--- config.mk ---
export PLATFORM = sky130hd
export DESIGN_NAME = pha_div
export DESIGN_NICKNAME = d
export VERILOG_FILES = /design/src/design/pha_pkg.sv /design/src/design/pha_div.sv
export SDC_FILE = /design/constraint.sdc
export NUM_CORES = 1
export LEC_CHECK = 0
export BUFFER_PORTS_ARGS = -buffer_cell sky130_fd_sc_hd__buf_2
export CAP_MARGIN = 25
export CORE_MARGIN = 5
export CORE_UTILIZATION = 50
export CTS_BUF_LIST = sky130_fd_sc_hd__clkbuf_8 sky130_fd_sc_hd__clkbuf_16
export CTS_CLUSTER_DIAMETER = 100
export DETAILED_ROUTE_END_ITERATION = 10
export PLACE_DENSITY_LB_ADDON = 0.12
export SETUP_SLACK_MARGIN = 0.4
export SYNTH_ARGS = -nofsm -noshare
export SYNTH_HDL_FRONTEND = slang
export SYNTH_SLANG_ARGS = --single-unit
--- constraint.sdc ---
create_clock -name i_clk -period 3 [get_ports i_clk]
set_input_delay 0.6 -clock i_clk [delete_from_list [all_inputs] [get_ports i_clk]]
set_output_delay 0.6 -clock i_clk [all_outputs]
set_load 0.02 [all_outputs]
--- src/design/pha_pkg.sv ---
package pha_pkg;

    localparam int MAX_BINS_DEF = 256;

    typedef struct packed {
        logic               kind;
        logic signed [31:0] slant;
        logic signed [23:0] energy_loss;
        logic [7:0]         bin_index;
    } t_in;

    typedef struct packed {
        logic signed [8:0]  bin_hit;
        logic [15:0]        bin_entries;
        logic signed [39:0] bin_sum;
        logic [63:0]        bin_sum_squares;
        logic signed [23:0] bin_mean;
        logic [31:0]        total_entries;
        logic signed [47:0] total_sum;
        logic [31:0]        positive_losses;
        logic signed [23:0] overall_mean;
    } t_out;

    localparam logic [1:0] REG_RANGE_LOW = 2'd0;
    localparam logic [1:0] REG_BIN_WIDTH = 2'd1;
    localparam logic [1:0] REG_BINS      = 2'd2;

    localparam logic KIND_FILL = 1'b0;

    // Request to the shared divider and its answer.
    typedef struct packed {
        logic        start;
        logic [47:0] num;
        logic [31:0] den;
    } t_div_req;

    typedef struct packed {
        logic        done;
        logic [47:0] quo;
    } t_div_rsp;

    typedef enum logic [3:0] {
        ST_CLEAR, ST_IDLE, ST_RD, ST_BIN_DIV, ST_BIN_WAIT, ST_UPD_RD, ST_UPD_SQ,
        ST_UPD_WR, ST_MEAN1, ST_MEAN1_W, ST_MEAN2, ST_MEAN2_W, ST_OUT
    } t_state;

endpackage

--- src/design/pha_div.sv ---
module pha_div (
    input  logic              i_clk,
    input  logic              i_rst_n,
    input  pha_pkg::t_div_req i_req,
    output pha_pkg::t_div_rsp o_rsp
);
    import pha_pkg::*;

    logic [47:0] r_quo, n_quo;
    logic [31:0] r_rem, n_rem;
    logic [31:0] r_den;
    logic [5:0]  r_cnt, n_cnt;
    logic        r_busy, n_busy, r_done, n_done;
    logic [32:0] w_trial;

    // One quotient bit per cycle, restoring division.
    always_comb begin
        w_trial = {r_rem, r_quo[47]} - {1'b0, r_den};
        n_quo = r_quo;
        n_rem = r_rem;
        n_cnt = r_cnt;
        n_busy = r_busy;
        n_done = 1'b0;
        if (i_req.start) begin
            n_quo = i_req.num;
            n_rem = '0;
            n_cnt = 6'd48;
            n_busy = 1'b1;
        end else if (r_busy) begin
            if (!w_trial[32]) begin
                n_rem = w_trial[31:0];
                n_quo = {r_quo[46:0], 1'b1};
            end else begin
                n_rem = {r_rem[30:0], r_quo[47]};
                n_quo = {r_quo[46:0], 1'b0};
            end
            n_cnt = r_cnt - 6'd1;
            if (r_cnt == 6'd1) begin
                n_busy = 1'b0;
                n_done = 1'b1;
            end
        end
    end

    always_ff @(posedge i_clk) begin
        if (!i_rst_n) begin
            r_busy <= 1'b0;
            r_done <= 1'b0;
            r_cnt <= '0;
        end else begin
            r_busy <= n_busy;
            r_done <= n_done;
            r_cnt <= n_cnt;
        end
        r_quo <= n_quo;
        r_rem <= n_rem;
        if (i_req.start) begin
            r_den <= i_req.den;
        end
    end

    assign o_rsp.done = r_done;
    assign o_rsp.quo = r_quo;
endmodule

# Yosys cells after proc, flatten, opt, wreduce, memory -nomap -nowiden
# Index checks and enable logic that the tools add are counted.
[totals]
in_bits = 83
ff_bits = 120
output_inout_bits = 49
[op_classes]
reduce_logical = 3
mux = 10
eq_ne = 1
n_addsub = 2
bitwise_logic = 2
[ops]
columns = ["op", "n"]
rows = [
  ["$mux W48", 2],
  ["$sub A33 B32 Y33", 1],
  ["$mux W32", 1],
  ["$mux W6", 2],
  ["$eq A6 B1 Y1 const B", 1],
  ["$sub A6 B1 Y6 const B", 1],
  ["$mux W1", 5],
  ["$reduce_or A3 Y1", 1],
  ["$not A1 Y1", 2],
  ["$reduce_bool A2 Y1", 1],
  ["$reduce_or A2 Y1", 1],
]

# Longest topological paths before layout
[logic_depth]
word_depth = 4
depth_mapped = 13
depth_no_buf = 12

# Least setup slack after synthesis
# No wires, ideal clock.
[synth_timing]
path_type = "flip-flop to flip-flop"
start = "reg r_quo[47]"
end = "reg r_rem[14]"
path_stages_with_launch = 12
setup_time_ps = 91
t_required_ps = 2909
setup_slack_ps = 28
arrival_time_ps = 2881
path_cell_list = "edfxtp_1 > inv_1 > ha_1 > fa_1 > and2b_1 > o2111ai_2 > a211o_1 > a211oi_2 > a211o_4 > xnor2_2 > or3_1 > a311oi_1"
[synth_between]
elab_chain_cells = 2
[synth_rtl]
columns = ["item", "line_no", "rtl"]
rows = [
  ["start, declared", "pha_div.sv:9", "logic [47:0] r_quo, n_quo;"],
  ["start signal, assigned", "pha_div.sv:55", "r_quo <= n_quo;"],
  ["$sub A33 B32 Y33", "pha_div.sv:18", "w_trial = {r_rem, r_quo[47]} - {1'b0, r_den};"],
  ["$mux W32", "pha_div.sv:30", "if (!w_trial[32]) begin"],
  ["end signal, assigned", "pha_div.sv:56", "r_rem <= n_rem;"],
  ["end, declared", "pha_div.sv:10", "logic [31:0] r_rem, n_rem;"],
]
# No other way between the ends.
# A chain may end at the register's enable or synchronous reset.

# Worst setup path in the final report
# Same ends and word-level chain as after synthesis.

==> reports/metrics.yaml <==
run_status: "finished clean"
drive_above_1_share_pct: 31.9
timing.setup.tns_ns: 0
power.total_mw: 5.31
number_of_global_route_vias_before_repair: 5388
cp_data_required_time_ns: 3.33
hold_violations: 0
critPathMaxFanout: 4
routed_wire_length_per_instance_um: 15.7
reg2reg_slack_ns: 0.15
yosys_register_bits: 120
hp-start: "i_req[2]"
criticalPathCategory: "flip-flop to flip-flop"
cts.reportedPaths.clkPinSlew_ns: 0.05
tritoncts_sinks: 120
slew-limit-headroom_pct: 57.0
path_category_of_the_worst_min_delay_check: "input port to flip-flop"
clock.fmax_mhz: 351
area_growth_from_synthesis_to_layout_pct: 23.8
synth_edf_count: 80
cp.arrival_ns: 3.18
max-cap-violations: 0
leakage_nw: 3.40
hold-path-cell-count: 1
die_h_um: 125
yosys_warnings: 0
postSynth.topFlopCell: "sky130_fd_sc_hd__edfxtp_1"
clk_latency_ns: 0.42
route.detailed.vias_per_inst: 5.48
fp-row-count: 42
timing.final.crit_share_pct: 94.9
setup_skew_ns: 0.0111
dr_total_vias: 5248
power_per_cell_area_nw_per_um2: 649
crit_path_end_kind: "flip-flop"
synthCells: 632
tightestPinTransition_ns: 0.645
reg2reg_depth: 11
r2r_startpoint: "r_quo[47]$_DFFE_PP_"
global_route_wire_length_before_repair_um: 25200
die_area_um2: 15600
antenna_violating_nets_post_route: 0
track_usage_pct: 19.5
drt_iter0_drc: 333
r2r-end: "r_rem[14]$_SDFFE_PP0P_"
initial_core_util_pct: 50.5
placement.io_buffers: 131
clockRootBuffer: "sky130_fd_sc_hd__clkbuf_16"
grt_overflow: 0
finalMaxSlewViolations: 0
cts_max_path_buffers: 2
core_um2: 13100
n_antenna_cell: 0
worst_hold_path.endpoint: "r_den[2]$_DFFE_PP_"
grt_setup_unrepaired: "yes"
cts_tree: "built"
initial_antenna_violation_count: 0
htreeDepth: 4
drc_violation_count_after_routing: 0
worst_setup_path_startpoint: "r_quo[47]$_DFFE_PP_"
synth_seq_area_share_pct: 48.5
gpl.final_weighted_congestion: 0.883
minimum_clock_period_ns: 2.85
die_wd_um: 125
tritonroute_pass_1_iters: 6
synth-async-reset-ratio_pct: 0
hpwl_after_detailed_placement_um: 10500
worstSetupStartpointType: "flip-flop"
floorplan.io_pins: 132
cts_inserted_buffers: 17
yosysUniqueCellTypes: 62
avgSynthCellArea_um2: 10.5
finalSetupViolCount: 0
layout.nets: 886
synth.cell_area_um2: 6610
syn-num-nets: 750
wl_um: 15000
vdd_drop_max_mv: 0.406
maximum_number_of_pins_on_one_net_before_global_route_repair: 115
[worst max-delay path by stage]
stage / endpoint / slack (ns) / cells past startpoint
floorplan: r_rem[14]$_SDFFE_PP0P_ / 0.12 / 11
global placement: r_rem[14]$_SDFFE_PP0P_ / 0.15 / 11
detailed placement: r_rem[26]$_SDFFE_PP0P_ / 0.1 / 12
CTS: r_rem[14]$_SDFFE_PP0P_ / 0.12 / 11
global route: r_rem[10]$_SDFFE_PP0P_ / 0.0007 / 12
finish: r_rem[14]$_SDFFE_PP0P_ / 0.15 / 11
[registers in the layout, indices dropped and copies added, names as in the netlist]
register	flops
r_busy	1
r_cnt	6
r_den	32
r_done	1
r_quo	48
r_rem	32
[layout make-up]
class | instances | area, um2
Timing Repair Buffer | 147 | 840
Clock buffer | 17 | 425
Inverter | 44 | 165
Tap cell | 176 | 220
Fill cell | 1073 | 4900
Clock inverter | 15 | 140
Sequential cell | 120 | 3200
Multi-Input combinational cell | 438 | 3190
[critical path: stages (launching register included)]
cell,delay (ns)
sky130_fd_sc_hd__edfxtp_1,0.34
sky130_fd_sc_hd__inv_1,0.05
sky130_fd_sc_hd__ha_2,0.18
sky130_fd_sc_hd__fa_2,0.34
sky130_fd_sc_hd__and2b_1,0.24
sky130_fd_sc_hd__o2111ai_2,0.14
sky130_fd_sc_hd__a211o_1,0.33
sky130_fd_sc_hd__a211oi_2,0.22
sky130_fd_sc_hd__a211o_4,0.18
sky130_fd_sc_hd__xnor2_2,0.12
sky130_fd_sc_hd__or3_1,0.39
sky130_fd_sc_hd__a311oi_1,0.24
[cell usage in the layout, fill, tap and decap left out, types with 5 or more instances in the layout]
master,n
sky130_fd_sc_hd__inv_1,46
sky130_fd_sc_hd__nor2_1,47
sky130_fd_sc_hd__xor2_1,11
sky130_fd_sc_hd__mux2i_1,5
sky130_fd_sc_hd__buf_2,130
sky130_fd_sc_hd__clkbuf_16,17
sky130_fd_sc_hd__o21ai_1,5
sky130_fd_sc_hd__or3_1,5
sky130_fd_sc_hd__o21ai_0,14
sky130_fd_sc_hd__dfxtp_1,39
sky130_fd_sc_hd__nor3_1,7
sky130_fd_sc_hd__o211ai_1,10
sky130_fd_sc_hd__ha_1,30
sky130_fd_sc_hd__a21oi_1,42
sky130_fd_sc_hd__a311oi_1,20
sky130_fd_sc_hd__nand4_1,7
sky130_fd_sc_hd__a211oi_1,9
sky130_fd_sc_hd__mux2_2,48
sky130_fd_sc_hd__nor2b_1,6
sky130_fd_sc_hd__buf_4,10
sky130_fd_sc_hd__nand2_1,74
sky130_fd_sc_hd__edfxtp_1,80
sky130_fd_sc_hd__a21o_1,11
sky130_fd_sc_hd__xnor2_1,17
[stage by stage]
| stage | area [um2] | std cells | setup slack (ns) | hold WS [ns] | util (%) |
|---|---|---|---|---|---|
| after floorplan | 6650 | 632 | 0.120 | 0.462 | - |
| after global placement | 7510 | 920 | 0.149 | 0.478 | 57.4 |
| after detailed placement | 7510 | 920 | 0.0952 | 0.478 | 57.4 |
| after CTS | 8120 | 955 | 0.120 | 0.336 | 62.1 |
| after global routing | 8180 | 957 | 0.000694 | 0.342 | 62.5 |
| final | 8180 | 957 | 0.153 | 0.355 | 62.5 |
[cell families (layout without fill, tap and decap cells)]
group	Yosys count	count (layout)	share of synthesized area [%]
AND/OR/NAND/NOR	170	170	11.3
AO/OA/AOI/OAI	150	150	15.7
flip-flops	120	120	48.5
buffers and inverters	74	223	4.54
multiplexers	53	53	8.93
adder cells (fa/ha/maj)	35	35	6.74
XOR/XNOR	30	30	4.37
[cells in the mapped netlist, types with 6 or more instances]
library cell,count,area (um2)
sky130_fd_sc_hd__edfxtp_1,80,2400
sky130_fd_sc_hd__mux2_2,48,541
sky130_fd_sc_hd__nand3_1,6,30.0
sky130_fd_sc_hd__ha_1,34,425
sky130_fd_sc_hd__a31oi_1,6,37.5
sky130_fd_sc_hd__clkbuf_1,19,71.3
sky130_fd_sc_hd__xor2_1,11,96.3
sky130_fd_sc_hd__a21o_1,11,82.6
sky130_fd_sc_hd__dfxtp_1,40,801
sky130_fd_sc_hd__o211ai_1,10,75.1
sky130_fd_sc_hd__nor2_1,47,176
sky130_fd_sc_hd__a21oi_1,42,210
sky130_fd_sc_hd__xnor2_1,17,149
sky130_fd_sc_hd__inv_1,43,161
sky130_fd_sc_hd__buf_2,6,30.0
sky130_fd_sc_hd__nor3_1,9,45.0
sky130_fd_sc_hd__nor2b_1,6,37.5
sky130_fd_sc_hd__a311oi_1,20,175
sky130_fd_sc_hd__o21ai_0,15,75.1
sky130_fd_sc_hd__nand2_1,75,282
sky130_fd_sc_hd__a211oi_1,9,67.6
sky130_fd_sc_hd__nand4_1,7,43.8
[per-layer routing]
metal	up-vias	track usage [%]	part of all wire, %
met5	-	0	0
met4	0	7.14	1.2
met3	18	6.44	7.4
met2	177	31.3	48
met1	2456	24.8	43
li1	2597	-	-
[report_power, final]
part | switching (mW) | internal [mW] | total, mW | leakage (nW)
Clock | 0.736 | 1.21 | 1.94 | 0.283
Combinational | 0.754 | 0.565 | 1.32 | 1.99
Sequential | 0.0959 | 1.95 | 2.05 | 1.13
[repair_timing]
item / in CTS / in global routing
pin swaps: 7 / 3
endpoints found under the hold margin: 0 / 0
buffers inserted: 3 / 2
resized for setup: 5 / 10
hold buffers: 0 / 0
setup endpoints to repair: 33 / 33
gates cloned: 0 / 0
(Power assumes the default switching activity.)
